**config.mk**
```make
export PLATFORM = sky130hd
export DESIGN_NAME = fpa_seq
export DESIGN_NICKNAME = d
export VERILOG_FILES = /design/src/sv/first_fit_pool_allocator_unit_defines.svh /design/src/sv/fpa_pkg.sv /design/src/sv/fpa_seq.sv
export SDC_FILE = /design/constraint.sdc
export NUM_CORES = 1
export LEC_CHECK = 0
export BUFFER_PORTS_ARGS = -buffer_cell sky130_fd_sc_hd__buf_2
export CAP_MARGIN = 5
export CORE_MARGIN = 4
export CORE_UTILIZATION = 42
export DETAILED_ROUTE_END_ITERATION = 7
export HOLD_SLACK_MARGIN = 0.12
export MAX_ROUTING_LAYER = met4
export PLACE_DENSITY_LB_ADDON = 0.12
export REMOVE_ABC_BUFFERS = 1
export SETUP_SLACK_MARGIN = 0.15
export SYNTH_ARGS = -nofsm -noshare
export SYNTH_HDL_FRONTEND = slang
export SYNTH_SLANG_ARGS = --single-unit
```
**constraint.sdc**
```tcl
create_clock -name clk_i -period 6.1 [get_ports clk_i]
set_input_delay 0.61 -clock clk_i [delete_from_list [all_inputs] [get_ports clk_i]]
set_output_delay 0.61 -clock clk_i [all_outputs]
set_load 0.02 [all_outputs]
```
**src/sv/first_fit_pool_allocator_unit_defines.svh**
```systemverilog
// Assertion macros for the first-fit pool allocator.
`ifndef FIRST_FIT_POOL_ALLOCATOR_UNIT_DEFINES_SVH
`define FIRST_FIT_POOL_ALLOCATOR_UNIT_DEFINES_SVH

// Check that a condition implies another in the same cycle.
`define FPA_ASSERT_NOW(label, ante, cons, msg) \
  label: assert property (@(posedge clk_i) disable iff (!rst_ni) (ante) |-> (cons)) \
    else $error(msg);

// Check that a condition implies another in the next cycle.
`define FPA_ASSERT_NEXT(label, ante, cons, msg) \
  label: assert property (@(posedge clk_i) disable iff (!rst_ni) (ante) |=> (cons)) \
    else $error(msg);

`endif

```
**src/sv/fpa_pkg.sv**
```systemverilog
// Shared constants, types and helpers of the first-fit pool allocator.
package fpa_pkg;

  localparam int POOL_BYTES   = 1024;
  localparam int HEADER_BYTES = 16;
  localparam int MAX_FREE     = 64;

  localparam int ADDR_W = $clog2(POOL_BYTES);
  localparam int LEN_W  = ADDR_W + 1;
  localparam int SUM_W  = LEN_W + 1;
  localparam int IDX_W  = $clog2(MAX_FREE);
  localparam int CNT_W  = IDX_W + 1;
  localparam int TOT_W  = 16;

  typedef enum logic [1:0] {
    CMD_ALLOC   = 2'd0,
    CMD_RELEASE = 2'd1,
    CMD_RESET   = 2'd2,
    CMD_NOP     = 2'd3
  } cmd_e;

  typedef enum logic [1:0] {
    STAT_OK      = 2'd0,
    STAT_ZERO    = 2'd1,
    STAT_NOSPACE = 2'd2,
    STAT_IGNORED = 2'd3
  } status_e;

  typedef struct packed {
    logic [ADDR_W-1:0] start;
    logic [LEN_W-1:0]  len;
  } ft_entry_t;

  typedef struct packed {
    logic              we;
    logic [IDX_W-1:0]  waddr;
    ft_entry_t         wdata;
    logic [IDX_W-1:0]  raddr;
  } ft_req_t;

  typedef struct packed {
    logic              we;
    logic [ADDR_W-1:0] waddr;
    logic [LEN_W-1:0]  wdata;
    logic [ADDR_W-1:0] raddr;
  } hdr_req_t;

  typedef struct packed {
    status_e           status;
    logic [ADDR_W-1:0] addr;
    logic [LEN_W-1:0]  bump_left;
    logic [TOT_W-1:0]  grants;
    logic [TOT_W-1:0]  returns;
  } res_t;

  // Clamp a merged length to the pool size.
  function automatic logic [LEN_W-1:0] sat_len(input logic [SUM_W-1:0] v);
    logic [LEN_W-1:0] r;
    r = (v > SUM_W'(POOL_BYTES)) ? LEN_W'(POOL_BYTES) : v[LEN_W-1:0];
    return r;
  endfunction

endpackage

```
**src/sv/fpa_seq.sv**
```systemverilog
// Sequencer and datapath that walk the free table for one request at a time.
module fpa_seq (
  input  logic                      clk_i,
  input  logic                      rst_ni,
  input  logic                      start_i,
  input  logic [1:0]                cmd_i,
  input  logic [fpa_pkg::ADDR_W-1:0] size_i,
  input  logic [fpa_pkg::ADDR_W-1:0] baddr_i,
  output logic                      busy_o,
  output logic                      res_valid_o,
  input  logic                      res_ready_i,
  output fpa_pkg::res_t             res_o,
  output fpa_pkg::ft_req_t          ft_req_o,
  input  fpa_pkg::ft_entry_t        ft_rdata_i,
  output fpa_pkg::hdr_req_t         hdr_req_o,
  input  logic [fpa_pkg::LEN_W-1:0] hdr_rdata_i
);
  import fpa_pkg::*;

  typedef enum logic [9:0] {
    S_IDLE     = 10'b0000000001,
    S_HDR      = 10'b0000000010,
    S_SCAN_RD  = 10'b0000000100,
    S_SCAN_CMP = 10'b0000001000,
    S_MERGE    = 10'b0000010000,
    S_APPLY    = 10'b0000100000,
    S_SHIFT_RD = 10'b0001000000,
    S_SHIFT_WR = 10'b0010000000,
    S_PLACE    = 10'b0100000000,
    S_DONE     = 10'b1000000000
  } state_e;

  state_e            state_q, state_d;
  logic              rel_q, rel_d;
  logic [ADDR_W-1:0] size_q, size_d;
  logic [ADDR_W-1:0] h_q, h_d;
  logic [LEN_W-1:0]  len_q, len_d;
  logic [CNT_W-1:0]  idx_q, idx_d;
  logic [CNT_W-1:0]  k_q, k_d;
  logic [CNT_W-1:0]  entries_q, entries_d;
  logic [LEN_W-1:0]  bump_q, bump_d;
  logic [TOT_W-1:0]  grant_q, grant_d;
  logic [TOT_W-1:0]  return_q, return_d;
  status_e           status_q, status_d;
  logic [ADDR_W-1:0] addr_q, addr_d;
  ft_entry_t         prev_q, prev_d;
  ft_entry_t         cur_q, cur_d;
  logic              has_prev_q, has_prev_d;
  logic              cur_vld_q, cur_vld_d;
  logic              mnext_q, mnext_d;
  logic              up_q, up_d;

  logic [SUM_W-1:0]  bump_need;
  logic [SUM_W-1:0]  next_end;
  logic [SUM_W-1:0]  prev_end;
  logic              merged_next;
  logic              prev_adj;
  logic [LEN_W-1:0]  len_join;
  logic [LEN_W-1:0]  prev_join;

  // Adjacency and fit arithmetic
  assign bump_need   = SUM_W'(bump_q) + SUM_W'(HEADER_BYTES) + SUM_W'(size_q);
  assign next_end    = SUM_W'(h_q) + SUM_W'(HEADER_BYTES) + SUM_W'(len_q);
  assign prev_end    = SUM_W'(prev_q.start) + SUM_W'(HEADER_BYTES) + SUM_W'(prev_q.len);
  assign merged_next = cur_vld_q && (next_end == SUM_W'(cur_q.start));
  assign prev_adj    = has_prev_q && (prev_end == SUM_W'(h_q));
  assign len_join    = sat_len(SUM_W'(len_q) + SUM_W'(HEADER_BYTES) + SUM_W'(cur_q.len));
  assign prev_join   = sat_len(SUM_W'(prev_q.len) + SUM_W'(HEADER_BYTES) + SUM_W'(len_q));

  assign busy_o      = (state_q != S_IDLE);
  assign res_valid_o = (state_q == S_DONE);

  // Result word
  always_comb begin
    res_o.status    = status_q;
    res_o.addr      = addr_q;
    res_o.bump_left = LEN_W'(POOL_BYTES) - bump_q;
    res_o.grants    = grant_q;
    res_o.returns   = return_q;
  end

  // Next-state and memory request logic
  always_comb begin
    state_d    = state_q;
    rel_d      = rel_q;
    size_d     = size_q;
    h_d        = h_q;
    len_d      = len_q;
    idx_d      = idx_q;
    k_d        = k_q;
    entries_d  = entries_q;
    bump_d     = bump_q;
    grant_d    = grant_q;
    return_d   = return_q;
    status_d   = status_q;
    addr_d     = addr_q;
    prev_d     = prev_q;
    cur_d      = cur_q;
    has_prev_d = has_prev_q;
    cur_vld_d  = cur_vld_q;
    mnext_d    = mnext_q;
    up_d       = up_q;

    ft_req_o        = '0;
    ft_req_o.raddr  = idx_q[IDX_W-1:0];
    hdr_req_o       = '0;
    hdr_req_o.raddr = baddr_i - ADDR_W'(HEADER_BYTES);

    unique case (state_q)
      S_IDLE: begin
        if (start_i) begin
          status_d = STAT_OK;
          addr_d   = '0;
          size_d   = size_i;
          idx_d    = '0;
          unique case (cmd_e'(cmd_i))
            CMD_ALLOC: begin
              rel_d = 1'b0;
              if (size_i == '0) begin
                status_d = STAT_ZERO;
                state_d  = S_DONE;
              end else begin
                state_d = S_SCAN_RD;
              end
            end
            CMD_RELEASE: begin
              rel_d = 1'b1;
              if (baddr_i < ADDR_W'(HEADER_BYTES)) begin
                status_d = STAT_IGNORED;
                state_d  = S_DONE;
              end else begin
                h_d     = baddr_i - ADDR_W'(HEADER_BYTES);
                state_d = S_HDR;
              end
            end
            CMD_RESET: begin
              entries_d = '0;
              bump_d    = '0;
              grant_d   = '0;
              return_d  = '0;
              state_d   = S_DONE;
            end
            default: begin
              state_d = S_DONE;
            end
          endcase
        end
      end

      // Latch the block length from its header
      S_HDR: begin
        len_d      = hdr_rdata_i;
        has_prev_d = 1'b0;
        state_d    = S_SCAN_RD;
      end

      // Issue a table read or end the walk
      S_SCAN_RD: begin
        if (idx_q == entries_q) begin
          if (rel_q) begin
            cur_vld_d = 1'b0;
            state_d   = S_MERGE;
          end else begin
            if (bump_need > SUM_W'(POOL_BYTES)) begin
              status_d = STAT_NOSPACE;
            end else begin
              hdr_req_o.we    = 1'b1;
              hdr_req_o.waddr = bump_q[ADDR_W-1:0];
              hdr_req_o.wdata = LEN_W'(size_q);
              addr_d          = bump_q[ADDR_W-1:0] + ADDR_W'(HEADER_BYTES);
              bump_d          = bump_need[LEN_W-1:0];
              grant_d         = grant_q + 1'b1;
            end
            state_d = S_DONE;
          end
        end else begin
          state_d = S_SCAN_CMP;
        end
      end

      // Compare one table entry
      S_SCAN_CMP: begin
        if (!rel_q) begin
          if (ft_rdata_i.len >= LEN_W'(size_q)) begin
            hdr_req_o.we    = 1'b1;
            hdr_req_o.waddr = ft_rdata_i.start;
            hdr_req_o.wdata = ft_rdata_i.len;
            addr_d          = ft_rdata_i.start + ADDR_W'(HEADER_BYTES);
            grant_d         = grant_q + 1'b1;
            k_d             = idx_q;
            up_d            = 1'b0;
            state_d         = S_SHIFT_RD;
          end else begin
            idx_d   = idx_q + 1'b1;
            state_d = S_SCAN_RD;
          end
        end else begin
          if (ft_rdata_i.start < h_q) begin
            prev_d     = ft_rdata_i;
            has_prev_d = 1'b1;
            idx_d      = idx_q + 1'b1;
            state_d    = S_SCAN_RD;
          end else begin
            cur_d     = ft_rdata_i;
            cur_vld_d = 1'b1;
            state_d   = S_MERGE;
          end
        end
      end

      // Fold in the following neighbor
      S_MERGE: begin
        mnext_d  = merged_next;
        len_d    = merged_next ? len_join : len_q;
        return_d = return_q + 1'b1;
        state_d  = S_APPLY;
      end

      // Update the table with the freed block
      S_APPLY: begin
        if (prev_adj) begin
          ft_req_o.we          = 1'b1;
          ft_req_o.waddr       = IDX_W'(idx_q - 1'b1);
          ft_req_o.wdata.start = prev_q.start;
          ft_req_o.wdata.len   = prev_join;
          if (mnext_q) begin
            k_d     = idx_q;
            up_d    = 1'b0;
            state_d = S_SHIFT_RD;
          end else begin
            state_d = S_DONE;
          end
        end else if (mnext_q) begin
          ft_req_o.we          = 1'b1;
          ft_req_o.waddr       = idx_q[IDX_W-1:0];
          ft_req_o.wdata.start = h_q;
          ft_req_o.wdata.len   = len_q;
          state_d              = S_DONE;
        end else if (entries_q < CNT_W'(MAX_FREE)) begin
          k_d     = entries_q;
          up_d    = 1'b1;
          state_d = S_SHIFT_RD;
        end else begin
          state_d = S_DONE;
        end
      end

      // Read the entry to move
      S_SHIFT_RD: begin
        if (up_q) begin
          if (k_q > idx_q) begin
            ft_req_o.raddr = IDX_W'(k_q - 1'b1);
            state_d        = S_SHIFT_WR;
          end else begin
            state_d = S_PLACE;
          end
        end else begin
          if ((k_q + 1'b1) < entries_q) begin
            ft_req_o.raddr = IDX_W'(k_q + 1'b1);
            state_d        = S_SHIFT_WR;
          end else begin
            entries_d = entries_q - 1'b1;
            state_d   = S_DONE;
          end
        end
      end

      // Write the moved entry one place over
      S_SHIFT_WR: begin
        ft_req_o.we    = 1'b1;
        ft_req_o.waddr = k_q[IDX_W-1:0];
        ft_req_o.wdata = ft_rdata_i;
        k_d            = up_q ? (k_q - 1'b1) : (k_q + 1'b1);
        state_d        = S_SHIFT_RD;
      end

      // Insert the freed block in its slot
      S_PLACE: begin
        ft_req_o.we          = 1'b1;
        ft_req_o.waddr       = idx_q[IDX_W-1:0];
        ft_req_o.wdata.start = h_q;
        ft_req_o.wdata.len   = len_q;
        entries_d            = entries_q + 1'b1;
        state_d              = S_DONE;
      end

      // Hold the result until the output register takes it
      S_DONE: begin
        if (res_ready_i) begin
          state_d = S_IDLE;
        end
      end

      default: begin
        state_d = S_IDLE;
      end
    endcase
  end

  // Control state
  always_ff @(posedge clk_i or negedge rst_ni) begin
    if (!rst_ni) begin
      state_q   <= S_IDLE;
      entries_q <= '0;
      bump_q    <= '0;
      grant_q   <= '0;
      return_q  <= '0;
    end else begin
      state_q   <= state_d;
      entries_q <= entries_d;
      bump_q    <= bump_d;
      grant_q   <= grant_d;
      return_q  <= return_d;
    end
  end

  // Working registers
  always_ff @(posedge clk_i) begin
    rel_q      <= rel_d;
    size_q     <= size_d;
    h_q        <= h_d;
    len_q      <= len_d;
    idx_q      <= idx_d;
    k_q        <= k_d;
    status_q   <= status_d;
    addr_q     <= addr_d;
    prev_q     <= prev_d;
    cur_q      <= cur_d;
    has_prev_q <= has_prev_d;
    cur_vld_q  <= cur_vld_d;
    mnext_q    <= mnext_d;
    up_q       <= up_d;
  end

endmodule
```
==> flow_metrics.py <==
metrics = {
    "timing": {
        "worstMarginPinSlew_ns": 1.18,
        "rsz0062_at_grt": "no",
        "period_needed_ns": 5.16,
        "setup_viol": 0,
        "maxSlewHeadroom_pct": 21.0,
        "final_max_slew_viol_count": 0,
        "finalSetupTns_ns": 0,
        "hold_ws_ns": 0.343,
        "period_share_pct": 84.6,
        "fmax_ghz": 0.194,
        "fin_worst_skew_ns": 0.0146,
        "finalHoldViolations": 0,
    },
    "floorplanning": {
        "die_y_um": 181,
        "dieArea_sq_um": 32800,
        "fp.dieW_um": 181,
        "ioPinCount": 181,
        "start_util_pct": 42.5,
        "core_sq_um": 29600,
        "placementRows": 63,
    },
    "clock_tree": {
        "clock_sinks": 164,
        "hold_buffers": 0,
        "cts_root_buf": "clkbuf_16",
        "clk_pin_slew_ns": 0.07,
        "cts.path.max_buffers": 2,
        "htree_levels": 4,
        "cts_setup_buffers": 0,
        "ctsResizeCount": 0,
        "tritoncts": "done",
        "clk_latency_ns": 0.43,
        "cts_buffers": 17,
    },
    "layout": {
        "nets": 1654,
        "n_fill_cell": 2809,
        "seq_area_sq_um": 4630,
        "syn2layout_area_growth_pct": 14.4,
        "multi_input_area_sq_um": 7360,
        "final_common_cell": "buf_2",
        "drive_gt1_share_pct": 17.7,
        "layout_common_cells": "buf_2, ha_1, edfxtp_1, inv_1, nor2_1",
    },
    "power": {
        "p_per_area_nw_per_um2": 269,
        "vdd_ir_drop_max_mv": 0.289,
        "p_leak_nw": 6.67,
        "power_w": 0.00388,
    },
    "global_routing": {
        "grt_max_degree": 61,
        "overflow": 0,
        "grt_usage_pct": 23.5,
        "grt_pass1_vias": 10233,
        "antenna_found_initial": 3,
        "grt_pass1_wl_um": 59000,
    },
    "setup_path": {
        "worst_setup_path_end_kind": "output port",
        "worstPathArrival_ns": 4.55,
        "crit_fanout": 25,
        "reg2reg_depth": 11,
        "required_ns": 5.49,
        "start_kind": "register",
        "crit_type": "register to output port",
    },
    "place": {
        "hpwl_um": 29900,
        "gp_congestion": 0.904,
        "portBuffers": 180,
    },
    "logic_synthesis": {
        "syn_area_sq_um": 12600,
        "async_reset_ff_share_pct": 36.6,
        "avgSynthCellArea_sq_um": 9.80,
        "netlist_instances": 1283,
        "yosysUniqueCellTypes": 80,
        "yosys_most_used_dff": "edfxtp_1",
        "synth_edf_count": 104,
        "synth_warnings": 0,
        "ys_seq_area_share_pct": 36.8,
        "ys_seq_elements": 164,
    },
    "detailed_routing": {
        "num_vias": 10642,
        "dr.pass1.iters": 6,
        "wl_um": 38200,
        "ant_nets": 0,
        "drc_errors": 0,
        "drtIter0Drc": 893,
        "avgViaCountPerCell": 5.76,
        "wl_per_cell_um": 20.7,
    },
    "outcome": {
        "status": "complete, no violations",
    },
    "run": {
        "cap_viol_max_count": 0,
    },
    "hold_path": {
        "hold_path_class": "input port to asynchronous set/reset pin",
    },
}
[state kept, by name, indices dropped and copies added (netlist names), 2 cells and up]
signal     flops
prev_q        21
addr_q        10
cur_q         21
h_q           10
k_q            7
size_q        10
entries_q      7
grant_q       16
idx_q          7
len_q         11
return_q      16
state_q       10
bump_q        11
status_q       2
[power breakdown]
part | total [W] | switching (W) | leakage, nW | internal [W]
clock | 0.00108 | 0.000495 | 0.287 | 0.000586
combinational | 0.00132 | 0.000814 | 4.60 | 0.000511
sequential | 0.00147 | 0.000150 | 1.78 | 0.00132
[logic make-up after synthesis]
kind of cell / synth area share, %
AO/OA/AOI/OAI: 18.0
XOR/XNOR: 7.45
adder cells (fa/ha/maj): 15.7
buffers and inverters: 4.81
flip-flops: 36.8
multiplexers: 1.52
AND/OR/NAND/NOR: 15.8
[worst max-delay path: stages (launching register included)]
cell	delay, ns
edfxtp_1	0.41
ha_1	0.31
ha_1	0.23
fa_1	0.42
nand3_1	0.11
a21oi_1	0.11
o311a_1	0.34
a211oi_1	0.65
a21oi_2	0.26
a21o_1	0.56
a222oi_1	0.47
inv_1	0.07
buf_2	0.17
[metrics by stage]
stage / std cells / setup WS, ns / utilization (%) / area, sq um
6_report: 1848 / 0.936 / 48.7 / 14400
5_1_grt: 1848 / 0.653 / 48.7 / 14400
4_1_cts: 1845 / 0.985 / 48.7 / 14400
3_5_place_dp: 1813 / 1.47 / 46.7 / 13800
3_3_place_gp: 1813 / 1.58 / 46.7 / 13800
2_1_floorplan: 1236 / 1.96 / - / 12300
[cell usage after synthesis, drive strengths merged (32+ instances only)]
master    n  share of area (%)
a21o     32                1.9
a21oi    63                2.6
dfrtp    59                 12
edfxtp  104                 25
ha      148                 15
inv      99                3.0
nand2    68                2.1
nand3    40                1.6
nor2     93                2.8
nor3     32                1.3
o21ai    61                2.4
xnor2    69                4.8
xor2     38                2.6
[metal layers]
| layer | vias up | track usage, % | routed length, um |
|---|---|---|---|
| met5 | - | - | 0 |
| met4 | 0 | 5.01 | 607 |
| met3 | 33 | 3.99 | 2070 |
| met2 | 352 | 36.3 | 17500 |
| met1 | 5168 | 32.8 | 18100 |
| li1 | 5089 | - | - |
[layout make-up]
class	count	share of cell area [%]
Multi-Input combinational cell	972	51.2
Sequential cell	164	32.1
Timing Repair Buffer	187	6.63
Tap cell	390	3.39
Clock buffer	18	3.05
Inverter	100	2.61
Clock inverter	14	0.957
Antenna cell	3	0.0522
[final timing paths]
check	slack, ns	start	endpoint
hold / removal	0.34	rst_ni	entries_q[3]
setup reg to reg	1.78	prev_q[1]	k_q[6]
hold reg to reg	0.56	grant_q[14]	grant_q[14]
setup / recovery	0.94	prev_q[1]	ft_req_o[18]
min in group clk_i	0.36	size_i[0]	size_q[0]
max in group asynchronous	5.20	rst_ni	bump_q[5]
Power figures use the tool's default switching activity.
