==> src/sv/first_fit_pool_allocator_unit_defines.svh <==
// Assertion macros for the first-fit pool allocator.
`ifndef FIRST_FIT_POOL_ALLOCATOR_UNIT_DEFINES_SVH
`define FIRST_FIT_POOL_ALLOCATOR_UNIT_DEFINES_SVH

// Check that a condition implies another in the same cycle.
`define FPA_ASSERT_NOW(label, ante, cons, msg) \
  label: assert property (@(posedge clk_i) disable iff (!rst_ni) (ante) |-> (cons)) \
    else $error(msg);

// Check that a condition implies another in the next cycle.
`define FPA_ASSERT_NEXT(label, ante, cons, msg) \
  label: assert property (@(posedge clk_i) disable iff (!rst_ni) (ante) |=> (cons)) \
    else $error(msg);

`endif

==> src/sv/fpa_ram.sv <==
// Generic simple dual-port RAM with registered read.
module fpa_ram #(
  parameter int WIDTH = 8,
  parameter int DEPTH = 64
) (
  input  logic                     clk_i,
  input  logic                     we_i,
  input  logic [$clog2(DEPTH)-1:0] waddr_i,
  input  logic [WIDTH-1:0]         wdata_i,
  input  logic [$clog2(DEPTH)-1:0] raddr_i,
  output logic [WIDTH-1:0]         rdata_o
);

  logic [WIDTH-1:0] mem_q [DEPTH];

  // Write port and registered read port
  always_ff @(posedge clk_i) begin
    if (we_i) begin
      mem_q[waddr_i] <= wdata_i;
    end
    rdata_o <= mem_q[raddr_i];
  end

endmodule

==> config.mk <==
export PLATFORM = sky130hd
export DESIGN_NAME = fpa_ram
export DESIGN_NICKNAME = d
export VERILOG_FILES = /design/src/sv/first_fit_pool_allocator_unit_defines.svh /design/src/sv/fpa_ram.sv
export SDC_FILE = /design/constraint.sdc
export NUM_CORES = 1
export LEC_CHECK = 0
export ABC_AREA = 1
export BUFFER_PORTS_ARGS = -buffer_cell sky130_fd_sc_hd__buf_2
export CORE_ASPECT_RATIO = 0.6
export CORE_UTILIZATION = 45
export CTS_CLUSTER_DIAMETER = 30
export DETAILED_ROUTE_END_ITERATION = 12
export GPL_ROUTABILITY_DRIVEN = 0
export SYNTH_ARGS = -nofsm -noshare
export SYNTH_HDL_FRONTEND = slang
export SYNTH_SLANG_ARGS = --single-unit
==> constraint.sdc <==
create_clock -name clk_i -period 6.2 [get_ports clk_i]
set_input_delay 1.24 -clock clk_i [delete_from_list [all_inputs] [get_ports clk_i]]
set_output_delay 1.24 -clock clk_i [all_outputs]
set_load 0.005 [all_outputs]
==> results of run 1 <==
-- Yosys cell counts, types with 8 or more instances --
library cell	number
nand4_1	9
buf_1	10
buf_6	35
inv_1	10
nand3_1	439
nor2_1	56
edfxtp_1	512
buf_4	14
nand2_1	648
nor4_1	8
buf_2	37
clkbuf_1	15
dfxtp_1	8
-- path summary, 6_finish.rpt --
kind / to / cells after the start
max reg2reg: rdata_o[3] / 8
min reg2reg: rdata_o[1] / 8
min: rdata_o[1] / 8
max: rdata_o[3] / 11
-- area by class of cell --
| cell class | count | area [µm²] |
|---|---|---|
| fillers | 4028 | 22600 |
| flip-flops and latches | 520 | 15500 |
| multi-input cells | 1160 | 4950 |
| clock buffers | 80 | 1800 |
| well taps | 630 | 788 |
| clock inverters | 47 | 514 |
| repair buffers | 54 | 357 |
| inverters | 12 | 52.6 |
-- cells by family after synthesis --
kind of cell	synth area share, %
buffers and inverters	4.02
and+or+nand+nor	23.2
DFF	72.8
-- per-layer routing --
| layer | up-vias | wire length, µm | GRT usage (%) |
|---|---|---|---|
| li1 | 6404 | - | - |
| met2 | 598 | 23300 | 32.7 |
| met1 | 6783 | 26000 | 35.7 |
| met4 | 0 | 1050 | 5.59 |
| met5 | - | 0 | 0 |
| met3 | 96 | 4880 | 5.05 |
-- registers in the layout, indices dropped and copies added (netlist names) --
| register | count |
|---|---|
| rdata_o | 8 |
| mem_q | 512 |
-- through the flow --
step,utilization [%],std cells
after floorplan,-,1805
after global placement,46.6,2376
after detailed placement,46.6,2376
after CTS,51.5,2503
after global routing,51.5,2503
final,51.5,2503
-- power by group through the flow --
stage | Sequential [mW] | Clock (mW) | Combinational (mW)
4_1_cts | 3.90 | 4.00 | 0.448
3_5_place_dp | 3.98 | 0 | 0.446
5_1_grt | 3.90 | 4.14 | 0.492
6_report | 3.90 | 3.95 | 0.450
2_1_floorplan | 3.97 | 0 | 0.273
3_3_place_gp | 3.98 | 0 | 0.442
-- worst max-delay path, stage by stage --
cell and delay (ps):
clkbuf_8 410, inv_6 870, buf_12 490, nand2_1 90
nand3_1 140, nand3_1 140, nand2_1 110, nand2_1 60
nand3_1 170, nand3_1 180, nand2_1 120
==> impl_results.html, run 1 <==
<table>
<tr><th>Metric</th><th>Value</th></tr>
<tr><th colspan="2">Status</th></tr>
<tr><td>Result of the run</td><td>completed</td></tr>
<tr><th colspan="2">Die</th></tr>
<tr><td>Placeable core area</td><td>46600 µm²</td></tr>
<tr><td># rows</td><td>61</td></tr>
<tr><td>Die span in x</td><td>283 µm</td></tr>
<tr><td>Starting density of the core</td><td>45.8%</td></tr>
<tr><td>Total Die Area</td><td>48300 µm²</td></tr>
<tr><td>Total I/O pin count</td><td>30</td></tr>
<tr><td>Die Y</td><td>171 µm</td></tr>
<tr><th colspan="2">Logic synthesis</th></tr>
<tr><td>Portion of synthesized cell area occupied by the leading cell type</td><td>72.0%</td></tr>
<tr><td>Post-synthesis cell count</td><td>1805</td></tr>
<tr><td>Distinct cells, synth</td><td>16</td></tr>
<tr><td>Leading area contributor after synthesis</td><td>edfxtp_1</td></tr>
<tr><td>Post-synth EDFFs</td><td>512</td></tr>
<tr><td>Predominant post-synthesis flop cell</td><td>edfxtp_1</td></tr>
<tr><td>Top post-synthesis cells by area</td><td>edfxtp_1 (72%), nand2_1 (11%), nand3_1 (10%), buf_6 (1.8%), nor2_1 (0.99%)</td></tr>
<tr><td>Synthesized cell area</td><td>21300 µm²</td></tr>
<tr><td>Average instance area after synthesis</td><td>11.8 µm²</td></tr>
<tr><td>Number of warnings reported in the yosys synthesis log</td><td>0</td></tr>
<tr><td>Number of register bits inferred by synthesis</td><td>520</td></tr>
<tr><td>Sequential element share of the synthesized area</td><td>72.8%</td></tr>
<tr><td>Net count of the mapped netlist</td><td>1827</td></tr>
<tr><td>Ys async rst share</td><td>0%</td></tr>
<tr><th colspan="2">Worst setup path</th></tr>
<tr><td>Type of element launching the critical path</td><td>primary input</td></tr>
<tr><td>Critical path capture point type</td><td>flop</td></tr>
<tr><td>Crit path arrival time</td><td>4140 ps</td></tr>
<tr><td>R2R Path Start</td><td>mem_q[23][3]</td></tr>
<tr><td>Required arrival time at the worst endpoint</td><td>6720 ps</td></tr>
<tr><td>Classification of the worst setup path</td><td>primary input to flop</td></tr>
<tr><td>Worst-path fanout max</td><td>128</td></tr>
<tr><td>Source of the critical timing path</td><td>raddr_i[0]</td></tr>
<tr><td>Flop-to-flop setup slack</td><td>4740 ps</td></tr>
<tr><th colspan="2">Clocking</th></tr>
<tr><td>Clock root cell</td><td>clkbuf_16</td></tr>
<tr><td>CTS tree</td><td>built</td></tr>
<tr><td>CTS-repair resized insts</td><td>0</td></tr>
<tr><td>Clock latency of the later-clocked register in the worst-skew pair</td><td>600 ps</td></tr>
<tr><td>Maximum level of the CTS H-tree</td><td>3</td></tr>
<tr><td>Clock transition time at the flip-flop clock pins of the worst setup and hold paths</td><td>50 ps</td></tr>
<tr><td>Number of sinks on the clock net</td><td>520</td></tr>
<tr><td>Buffer depth of the longest clock path</td><td>3</td></tr>
<tr><td>Post-CTS Hold Fix Bufs</td><td>0</td></tr>
<tr><td>Post-CTS Setup Repair Bufs</td><td>0</td></tr>
<tr><td>Num CTS Buffers</td><td>69</td></tr>
<tr><th colspan="2">Place</th></tr>
<tr><td>Standard cell area after detailed placement</td><td>21700 µm²</td></tr>
<tr><td>Number of buffers inserted by port buffering</td><td>29</td></tr>
<tr><td>Post-Place Worst Slack</td><td>1970 ps</td></tr>
<tr><td>Half-perimeter wire length of the detailed placement result</td><td>30200 µm</td></tr>
<tr><th colspan="2">Drt</th></tr>
<tr><td>Detailed Route WL</td><td>55300 µm</td></tr>
<tr><td>Detailed-route via count</td><td>13900</td></tr>
<tr><td>First-pass DRT Iterations</td><td>5</td></tr>
<tr><td>Drt drc</td><td>0</td></tr>
<tr><td>Average detailed-routed wire length per instance</td><td>22.1 µm</td></tr>
<tr><td>Number of DRC violations after detailed-routing iteration 0</td><td>1684</td></tr>
<tr><td>Detailed-route vias per instance</td><td>5.55</td></tr>
<tr><td>Antenna-violating nets left</td><td>0</td></tr>
<tr><th colspan="2">Timing</th></tr>
<tr><td>Final hold vios</td><td>0</td></tr>
<tr><td>Final setup viols</td><td>0</td></tr>
<tr><td>Number of pins exceeding their max-slew limit in the final report</td><td>0</td></tr>
<tr><td>Maximum clock rate</td><td>0.276 GHz</td></tr>
<tr><td>Final setup margin</td><td>2570 ps</td></tr>
<tr><td>Worst-Margin Slew</td><td>1160 ps</td></tr>
<tr><td>Total negative setup slack</td><td>0 ps</td></tr>
<tr><td>Time the final worst path needs with I/O delays and setup</td><td>3630 ps</td></tr>
<tr><td>Unrepaired setup endpoints after global routing</td><td>false</td></tr>
<tr><td>Max-slew headroom at the worst pin</td><td>22.5%</td></tr>
<tr><td>Clock Skews</td><td>21.5 ps</td></tr>
<tr><td>Worst hold-check slack</td><td>813 ps</td></tr>
<tr><td>Tcrit/Tclk final</td><td>58.5%</td></tr>
<tr><th colspan="2">Power and ir drop</th></tr>
<tr><td>Part of the total power dissipated in combinational logic</td><td>5.4%</td></tr>
<tr><td>LEAKAGE</td><td>8.63 nW</td></tr>
<tr><td>Clock group share of total power</td><td>47.6%</td></tr>
<tr><td>Post-route total power</td><td>8.30 mW</td></tr>
<tr><td>Net switching fraction of the power</td><td>23.5%</td></tr>
<tr><td>Worst supply voltage drop on vdd</td><td>0.000211 V</td></tr>
<tr><td>Relative contribution of sequential cells to total power</td><td>47.0%</td></tr>
<tr><td>Switching power of the nets</td><td>1.95 mW</td></tr>
<tr><td>Power density cells</td><td>346 nW/µm²</td></tr>
<tr><td>Internal</td><td>6.35 mW</td></tr>
<tr><th colspan="2">Cells and area</th></tr>
<tr><td>Area of all placed cells without fillers</td><td>24000 µm²</td></tr>
<tr><td>Proportion of layout cells with a drive suffix above 1</td><td>9.02%</td></tr>
<tr><td>Leading cell types in the layout, fill and taps excluded</td><td>nand2_1 (648), edfxtp_1 (512), nand3_1 (439), clkbuf_16 (70), nor2_1 (56)</td></tr>
<tr><td>Area Overhead vs Synth</td><td>12.4%</td></tr>
<tr><td>Final net count</td><td>1839</td></tr>
<tr><td>Number of inserted diodes</td><td>0</td></tr>
<tr><td>Leading cell type in the layout, fill and taps excluded</td><td>nand2_1</td></tr>
<tr><th colspan="2">Global route</th></tr>
<tr><td>Antenna violations before repair</td><td>0</td></tr>
<tr><td>Number of global-route vias before repair</td><td>12900</td></tr>
<tr><td>Remaining Overflow, GRT</td><td>0</td></tr>
<tr><td>Pin count of the biggest net entering global routing</td><td>129</td></tr>
<tr><td>Global-route usage over all layers</td><td>23.0%</td></tr>
<tr><td>First-pass GRT wire length</td><td>82800 µm</td></tr>
<tr><th colspan="2">Hold path</th></tr>
<tr><td>Worst hold path class</td><td>flop to flop</td></tr>
<tr><td>Hold path startpoint</td><td>mem_q[50][1]</td></tr>
<tr><th colspan="2">Flow run</th></tr>
<tr><td>Number of max-cap violations</td><td>0</td></tr>
</table>
Power figures use the tool's default switching activity.
==> run 2: changes to the inputs <==
Clock period 6.2 ns to 3.5 ns, I/O delays scaled along.
==> run 2 against run 1 <==
Critical path depth unchanged. Final cell count up 3.2%. Die area stayed put. Clock power up 92%. Clock skew decreased by 4.5 ps. Sequential cell count did not move. Sequential share of layout area fell by 2.3 points. Combinational power rose by 86%. Largest cell class unchanged. Highest routed layer unchanged.
==> impl_results.html, run 2 (same netlist as run 1, synthesis figures left out) <==
<table>
<tr><th>Metric</th><th>Value</th></tr>
<tr><th colspan="2">Timing</th></tr>
<tr><td>Time the final worst path needs with I/O delays and setup</td><td>2260 ps</td></tr>
<tr><td>Tcrit/Tclk final</td><td>64.6%</td></tr>
<tr><td>Final setup viols</td><td>0 (unchanged)</td></tr>
<tr><td>Clock Skews</td><td>17.0 ps (-4.53 ps)</td></tr>
<tr><td>Total negative setup slack</td><td>0 ps (unchanged)</td></tr>
<tr><td>Final hold vios</td><td>0 (unchanged)</td></tr>
<tr><td>Unrepaired setup endpoints after global routing</td><td>false</td></tr>
<tr><td>Maximum clock rate</td><td>0.442 GHz</td></tr>
<tr><td>Worst hold-check slack</td><td>496 ps (-317 ps)</td></tr>
<tr><td>Max-slew headroom at the worst pin</td><td>44.8% (+22 points)</td></tr>
<tr><td>Worst-Margin Slew</td><td>828 ps (-333 ps)</td></tr>
<tr><td>Number of pins exceeding their max-slew limit in the final report</td><td>0 (unchanged)</td></tr>
<tr><th colspan="2">Clocking</th></tr>
<tr><td>Post-CTS Setup Repair Bufs</td><td>0 (unchanged)</td></tr>
<tr><td>Num CTS Buffers</td><td>74 (+7.2%)</td></tr>
<tr><td>Buffer depth of the longest clock path</td><td>3 (unchanged)</td></tr>
<tr><td>Clock root cell</td><td>clkbuf_16</td></tr>
<tr><td>Clock latency of the later-clocked register in the worst-skew pair</td><td>600 ps (about the same)</td></tr>
<tr><td>Number of sinks on the clock net</td><td>520 (unchanged)</td></tr>
<tr><td>Clock transition time at the flip-flop clock pins of the worst setup and hold paths</td><td>50 ps (about the same)</td></tr>
<tr><td>Post-CTS Hold Fix Bufs</td><td>0 (unchanged)</td></tr>
<tr><td>Maximum level of the CTS H-tree</td><td>3 (unchanged)</td></tr>
<tr><td>CTS-repair resized insts</td><td>0 (unchanged)</td></tr>
<tr><td>CTS tree</td><td>built</td></tr>
<tr><th colspan="2">Global route</th></tr>
<tr><td>First-pass GRT wire length</td><td>87700 µm (+5.9%)</td></tr>
<tr><td>Global-route usage over all layers</td><td>24.3% (+1.3 points)</td></tr>
<tr><td>Antenna violations before repair</td><td>0 (unchanged)</td></tr>
<tr><td>Remaining Overflow, GRT</td><td>0 (unchanged)</td></tr>
<tr><td>Number of global-route vias before repair</td><td>13600 (+5.0%)</td></tr>
<tr><td>Pin count of the biggest net entering global routing</td><td>122 (-5.4%)</td></tr>
<tr><th colspan="2">Cells and area</th></tr>
<tr><td>Filler Cell Count</td><td>3972 (-1.4%)</td></tr>
<tr><td>Final net count</td><td>1914 (+4.1%)</td></tr>
<tr><td>Number of inserted diodes</td><td>0 (unchanged)</td></tr>
<tr><td>Largest Register</td><td>mem_q</td></tr>
<tr><td>Leading cell types in the layout, fill and taps excluded</td><td>nand2_1 (648), edfxtp_1 (512), nand3_1 (439), buf_4 (86), clkbuf_16 (75)</td></tr>
<tr><td>Area of all placed cells without fillers</td><td>24900 µm² (+3.6%)</td></tr>
<tr><td>Largest registers</td><td>mem_q (512), rdata_o (8)</td></tr>
<tr><td>Leading cell type in the layout, fill and taps excluded</td><td>nand2_1</td></tr>
<tr><td>Proportion of layout cells with a drive suffix above 1</td><td>12.9% (+3.9 points)</td></tr>
<tr><td>Area Overhead vs Synth</td><td>16.5%</td></tr>
<tr><td>Utilization of the core after routing</td><td>53.4% (+1.9 points)</td></tr>
<tr><td>Flip-flop count of the largest register, all copies and words added</td><td>512 (unchanged)</td></tr>
<tr><th colspan="2">Power and ir drop</th></tr>
<tr><td>Clock group share of total power</td><td>49.4% (+1.8 points)</td></tr>
<tr><td>Relative contribution of sequential cells to total power</td><td>45.1% (-1.9 points)</td></tr>
<tr><td>Worst supply voltage drop on vdd</td><td>0.000512 V (+140%)</td></tr>
<tr><td>Power density cells</td><td>617 nW/µm² (+78%)</td></tr>
<tr><td>Net switching fraction of the power</td><td>23.0% (-0.47 points)</td></tr>
<tr><td>LEAKAGE</td><td>9.15 nW (+6.0%)</td></tr>
<tr><td>Part of the total power dissipated in combinational logic</td><td>5.5% (about the same)</td></tr>
<tr><td>Internal</td><td>11.8 mW (+86%)</td></tr>
<tr><td>Switching power of the nets</td><td>3.54 mW (+81%)</td></tr>
<tr><th colspan="2">Die</th></tr>
<tr><td>Die span in x</td><td>283 µm (unchanged)</td></tr>
<tr><td># rows</td><td>61 (unchanged)</td></tr>
<tr><td>Total Die Area</td><td>48300 µm² (unchanged)</td></tr>
<tr><td>Die Y</td><td>171 µm (unchanged)</td></tr>
<tr><td>Total I/O pin count</td><td>30 (unchanged)</td></tr>
<tr><td>Placeable core area</td><td>46600 µm² (unchanged)</td></tr>
<tr><td>Starting density of the core</td><td>45.8% (unchanged)</td></tr>
<tr><th colspan="2">Drt</th></tr>
<tr><td>Detailed Route WL</td><td>57700 µm (+4.4%)</td></tr>
<tr><td>Detailed-route vias per instance</td><td>5.55 (about the same)</td></tr>
<tr><td>First-pass DRT Iterations</td><td>6 (+1)</td></tr>
<tr><td>Average detailed-routed wire length per instance</td><td>22.3 µm (+1.2%)</td></tr>
<tr><td>Drt drc</td><td>0 (unchanged)</td></tr>
<tr><td>Antenna-violating nets left</td><td>0 (unchanged)</td></tr>
<tr><td>Detailed-route via count</td><td>14300 (+3.3%)</td></tr>
<tr><td>Number of DRC violations after detailed-routing iteration 0</td><td>1656 (-1.7%)</td></tr>
<tr><th colspan="2">Place</th></tr>
<tr><td>Standard cell area after detailed placement</td><td>22300 µm² (+2.9%)</td></tr>
<tr><td>Half-perimeter wire length of the detailed placement result</td><td>34600 µm (+15%)</td></tr>
<tr><td>Number of buffers inserted by port buffering</td><td>29 (unchanged)</td></tr>
<tr><th colspan="2">Worst setup path</th></tr>
<tr><td>Crit path cell chain</td><td>clkbuf_8 -&gt; inv_6 -&gt; buf_12 -&gt; nand2_1 -&gt; nand3_1 -&gt; nand3_1 -&gt; nand2_1 -&gt; nand2_1 -&gt; nand3_1 -&gt; nand3_1 -&gt; nand2_1</td></tr>
<tr><td>Crit path arrival time</td><td>2790 ps (-1350 ps)</td></tr>
<tr><td>Required arrival time at the worst endpoint</td><td>4030 ps (-2690 ps)</td></tr>
<tr><td>Worst-path fanout max</td><td>58 (-55%)</td></tr>
<tr><td>Type of element launching the critical path</td><td>primary input</td></tr>
<tr><td>Slowest-stage cell, CP</td><td>inv_6</td></tr>
<tr><td>Classification of the worst setup path</td><td>primary input to flop</td></tr>
<tr><td>R2R Path Start</td><td>mem_q[3][1]</td></tr>
<tr><td>Critical path capture point type</td><td>flop</td></tr>
<tr><td>Largest stage delay on the critical path</td><td>420 ps (-450 ps)</td></tr>
<tr><td>Source of the critical timing path</td><td>raddr_i[0]</td></tr>
<tr><th colspan="2">Hold path</th></tr>
<tr><td>Worst hold path class</td><td>primary input to flop</td></tr>
<tr><td>Hold path startpoint</td><td>raddr_i[5]</td></tr>
<tr><th colspan="2">Status</th></tr>
<tr><td>Result of the run</td><td>completed</td></tr>
<tr><th colspan="2">Flow run</th></tr>
<tr><td>Number of max-cap violations</td><td>0 (unchanged)</td></tr>
</table>
==> run 2: metrics by stage <==
step / instances / setup WS, ps / power (mW)
2_1_floorplan: 1805 / 1030 / 7.52
3_3_place_gp: 2446 / 764 / 7.87
3_5_place_dp: 2446 / 708 / 7.88
4_1_cts: 2584 / 1330 / 15.4
5_1_grt: 2584 / 1150 / 15.8
6_report: 2584 / 1240 / 15.3
==> run 2: power by group through the flow <==
stage,logic (mW),clock network (mW),registers [mW]
4_1_cts,0.835,7.67,6.92
2_1_floorplan,0.484,0,7.04
3_3_place_gp,0.828,0,7.05
3_5_place_dp,0.832,0,7.05
6_report,0.838,7.59,6.92
5_1_grt,0.915,7.94,6.92
==> run 2: area by class of cell <==
type / count / area (µm²) / area share [%]
Clock inverter: 57 / 626 / 2.52
Timing Repair Buffer: 124 / 995 / 4.00
Sequential cell: 520 / 15500 / 62.5
Clock buffer: 81 / 1920 / 7.72
Inverter: 12 / 52.6 / 0.211
Tap cell: 630 / 788 / 3.17
Multi-Input combinational cell: 1160 / 4950 / 19.9
==> run 2: final timing paths <==
| kind | slack (ps) | end | depth (start not counted) |
|---|---|---|---|
| setup / recovery | 1240 | rdata_o[2] | 11 |
| hold / removal | 500 | rdata_o[2] | 3 |
| setup reg to reg | 2090 | rdata_o[1] | 8 |
| hold reg to reg | 800 | rdata_o[7] | 8 |
==> run 2: layer usage <==
| metal | global-route usage (%) | vias up | part of all wire, % | wire, µm |
|---|---|---|---|---|
| met4 | 6.46 | 0 | 2.0 | 1160 |
| met5 | 0 | - | 0 | 0 |
| met1 | 37.7 | 7049 | 47 | 27200 |
| li1 | - | 6563 | - | - |
| met2 | 33.9 | 632 | 42 | 24200 |
| met3 | 5.67 | 91 | 8.9 | 5160 |
==> run 2: critical path, delay by kind of cell <==
kind | cells | cell delay, ps
and+or+nand+nor | 8 | 990
buffers and inverters | 3 | 990
==> run 3: changes to the inputs <==
Clock period 3.5 ns to 1.9 ns, I/O delays scaled along.
==> run 3 against run 2 <==
Global-route usage rose by 0.25 points. Via count grew 2.6%. Routed wire length grew 1.2%. Clock power up 86%. Combinational power grew 110%. First-iteration DRC count is 12% higher. Final cell count increased by 2.6%. Sequential cell count unchanged. Sequential power up 84%. Total power is 86% higher. Setup slack lost 850 ps. Cell area increased by 3.2%.
==> impl_results.html, run 3 (same netlist as run 1, synthesis figures left out) <==
<table>
<tr><th>Metric</th><th>Value</th></tr>
<tr><th colspan="2">Cells and area</th></tr>
<tr><td>Largest registers</td><td>mem_q (512), rdata_o (8)</td></tr>
<tr><td>Area Overhead vs Synth</td><td>20.2%</td></tr>
<tr><td>Flip-flop count of the largest register, all copies and words added</td><td>512 (unchanged)</td></tr>
<tr><td>Largest Register</td><td>mem_q</td></tr>
<tr><td>Leading cell types in the layout, fill and taps excluded</td><td>nand2_1 (648), edfxtp_1 (512), nand3_1 (439), buf_4 (133), clkbuf_16 (79)</td></tr>
<tr><td>Footprint of the multi-input gates</td><td>4950 µm² (unchanged)</td></tr>
<tr><td>Filler Cell Count</td><td>3842 (-3.3%)</td></tr>
<tr><td>Final net count</td><td>1983 (+3.6%)</td></tr>
<tr><td>Leading cell type in the layout, fill and taps excluded</td><td>nand2_1</td></tr>
<tr><td>Utilization of the core after routing</td><td>55.1% (+1.7 points)</td></tr>
<tr><td>Storage cell area</td><td>15500 µm² (unchanged)</td></tr>
<tr><td>Proportion of layout cells with a drive suffix above 1</td><td>15.8% (+3.0 points)</td></tr>
<tr><td>Area of all placed cells without fillers</td><td>25700 µm² (+3.2%)</td></tr>
<tr><th colspan="2">Timing</th></tr>
<tr><td>Tcrit/Tclk final</td><td>79.8%</td></tr>
<tr><td>Number of pins exceeding their max-slew limit in the final report</td><td>0 (unchanged)</td></tr>
<tr><td>Final setup viols</td><td>0 (unchanged)</td></tr>
<tr><td>Clock Skews</td><td>25.1 ps (+8.11 ps)</td></tr>
<tr><td>Final hold vios</td><td>0 (unchanged)</td></tr>
<tr><td>Time the final worst path needs with I/O delays and setup</td><td>1520 ps</td></tr>
<tr><td>Maximum clock rate</td><td>0.660 GHz</td></tr>
<tr><td>Unrepaired setup endpoints after global routing</td><td>false</td></tr>
<tr><td>Max-slew headroom at the worst pin</td><td>67.4% (+23 points)</td></tr>
<tr><td>Worst-Margin Slew</td><td>488 ps (-340 ps)</td></tr>
<tr><th colspan="2">Global route</th></tr>
<tr><td>Pin count of the biggest net entering global routing</td><td>65 (-47%)</td></tr>
<tr><td>Global-route usage over all layers</td><td>24.6% (+0.25 points)</td></tr>
<tr><td>Remaining Overflow, GRT</td><td>0 (unchanged)</td></tr>
<tr><td>Number of global-route vias before repair</td><td>13900 (+2.2%)</td></tr>
<tr><td>First-pass GRT wire length</td><td>88100 µm (+0.46%)</td></tr>
<tr><td>Antenna violations before repair</td><td>1 (+1)</td></tr>
<tr><th colspan="2">Worst setup path</th></tr>
<tr><td>Slowest-stage cell, CP</td><td>buf_12</td></tr>
<tr><td>Crit path arrival time</td><td>2030 ps (-760 ps)</td></tr>
<tr><td>Worst-path fanout max</td><td>35 (-40%)</td></tr>
<tr><td>Classification of the worst setup path</td><td>primary input to flop</td></tr>
<tr><td>R2R Path Start</td><td>mem_q[25][5]</td></tr>
<tr><td>Type of element launching the critical path</td><td>primary input</td></tr>
<tr><td>Capturing point of the worst reg2reg path</td><td>rdata_o[5]</td></tr>
<tr><td>Largest stage delay on the critical path</td><td>210 ps (-210 ps)</td></tr>
<tr><td>Flop-to-flop setup slack</td><td>460 ps (-1630 ps)</td></tr>
<tr><td>Crit path cell chain</td><td>clkbuf_8 -&gt; inv_6 -&gt; buf_12 -&gt; buf_12 -&gt; nand2_1 -&gt; nand3_1 -&gt; nand3_1 -&gt; nand2_1 -&gt; nand2_1 -&gt; nand3_1 -&gt; nand3_1 -&gt; nand2_1</td></tr>
<tr><td>Critical path capture point type</td><td>flop</td></tr>
<tr><td>Required arrival time at the worst endpoint</td><td>2410 ps (-1620 ps)</td></tr>
<tr><td>R2R depth</td><td>8 (unchanged)</td></tr>
<tr><th colspan="2">Die</th></tr>
<tr><td>Starting density of the core</td><td>45.8% (unchanged)</td></tr>
<tr><td>Total Die Area</td><td>48300 µm² (unchanged)</td></tr>
<tr><td>Placeable core area</td><td>46600 µm² (unchanged)</td></tr>
<tr><td>Die Y</td><td>171 µm (unchanged)</td></tr>
<tr><td>Total I/O pin count</td><td>30 (unchanged)</td></tr>
<tr><td># rows</td><td>61 (unchanged)</td></tr>
<tr><td>Die span in x</td><td>283 µm (unchanged)</td></tr>
<tr><th colspan="2">Clocking</th></tr>
<tr><td>Maximum level of the CTS H-tree</td><td>3 (unchanged)</td></tr>
<tr><td>Num CTS Buffers</td><td>75 (+1.4%)</td></tr>
<tr><td>CTS tree</td><td>built</td></tr>
<tr><td>Post-CTS Setup Repair Bufs</td><td>0 (unchanged)</td></tr>
<tr><td>Buffer depth of the longest clock path</td><td>3 (unchanged)</td></tr>
<tr><td>Clock transition time at the flip-flop clock pins of the worst setup and hold paths</td><td>60 ps (about the same)</td></tr>
<tr><td>Clock root cell</td><td>clkbuf_16</td></tr>
<tr><td>Clock latency of the later-clocked register in the worst-skew pair</td><td>590 ps (about the same)</td></tr>
<tr><td>Number of sinks on the clock net</td><td>520 (unchanged)</td></tr>
<tr><td>CTS-repair resized insts</td><td>0 (unchanged)</td></tr>
<tr><td>Post-CTS Hold Fix Bufs</td><td>0 (unchanged)</td></tr>
<tr><th colspan="2">Drt</th></tr>
<tr><td>Detailed Route WL</td><td>58400 µm (+1.2%)</td></tr>
<tr><td>Average detailed-routed wire length per instance</td><td>22.0 µm (-1.4%)</td></tr>
<tr><td>First-pass DRT Iterations</td><td>5 (-1)</td></tr>
<tr><td>Number of DRC violations after detailed-routing iteration 0</td><td>1854 (+12%)</td></tr>
<tr><td>Detailed-route via count</td><td>14700 (+2.6%)</td></tr>
<tr><td>Detailed-route vias per instance</td><td>5.55 (about the same)</td></tr>
<tr><td>Drt drc</td><td>0 (unchanged)</td></tr>
<tr><td>Antenna-violating nets left</td><td>0 (unchanged)</td></tr>
<tr><th colspan="2">Place</th></tr>
<tr><td>Standard cell area after detailed placement</td><td>23100 µm² (+3.5%)</td></tr>
<tr><td>Number of buffers inserted by port buffering</td><td>29 (unchanged)</td></tr>
<tr><td>Half-perimeter wire length of the detailed placement result</td><td>35800 µm (+3.4%)</td></tr>
<tr><th colspan="2">Hold path</th></tr>
<tr><td>Worst hold path class</td><td>primary input to flop</td></tr>
<tr><td>Worst Hold Endpoint</td><td>mem_q[19][1]</td></tr>
<tr><td>Hold path startpoint</td><td>wdata_i[1]</td></tr>
<tr><td>WHS Path Cells</td><td>1 (-2)</td></tr>
<tr><th colspan="2">Power and ir drop</th></tr>
<tr><td>Worst supply voltage drop on vdd</td><td>0.000621 V (+21%)</td></tr>
<tr><td>Power density cells</td><td>1110 nW/µm² (+80%)</td></tr>
<tr><td>LEAKAGE</td><td>9.57 nW (+4.6%)</td></tr>
<tr><th colspan="2">Status</th></tr>
<tr><td>Result of the run</td><td>completed</td></tr>
<tr><th colspan="2">Flow run</th></tr>
<tr><td>Number of max-cap violations</td><td>0 (unchanged)</td></tr>
</table>
## run 3: cell types whose count changed in the layout (fill, tap and decap cells not counted), moves of 6 or more
cell	before	now
inv_8	1	7
inv_6	14	7
clkinvlp_4	3	9
clkinv_1	9	3
buf_12	10	31
buf_4	86	133
## run 3: metal layers
| layer | track usage, % | wire length (µm) |
|---|---|---|
| met5 | 0 | 9 |
| met4 | 6.25 | 1020 |
| met3 | 5.96 | 6430 |
| met2 | 34.6 | 24400 |
| met1 | 37.8 | 26500 |
## run 3: per-stage QoR
stage | total power [mW] | hold slack (ps) | setup slack [ps] | std cells | setup TNS (ps)
floorplan | 13.9 | 479 | -246 | 1805 | -15750
global placement | 14.7 | 765 | -143 | 2514 | -307
detailed placement | 14.7 | 787 | -166 | 2514 | -416
CTS | 28.7 | 184 | 364 | 2649 | 0
global route | 29.4 | 221 | 265 | 2649 | 0
finish | 28.6 | 221 | 385 | 2650 | 0
## run 3: worst max-delay path, delay by kind of cell
kind	cells	cell delay [ps]
buffers and inverters	4	620
and+or+nand+nor	8	980
## run 3: worst max path at each step
stage                from            to  cells past startpoint
2_1_floorplan        we_i  mem_q[48][0]                      3
3_3_place_gp   raddr_i[0]    rdata_o[5]                     12
3_5_place_dp   raddr_i[0]    rdata_o[5]                     12
4_1_cts        rdata_o[4]    rdata_o[4]                      1
5_1_grt        raddr_i[0]    rdata_o[3]                     12
6_report       raddr_i[0]    rdata_o[5]                     12
## run 3: layout make-up
type                       instances  area share, %
clock buffer                      86           7.81
antenna                            1        0.00975
clock inverter                    49           2.20
inverter                          12          0.205
tap                              630           3.07
multi-input combinational       1160           19.3
sequential                       520           60.5
timing repair buffer             192           6.89
## run 3: power breakdown
group	internal (mW)	leakage, nW	switching, mW
registers	12.7	4.67	0.0374
clock network	8.80	1.24	5.32
logic	0.528	3.66	1.19
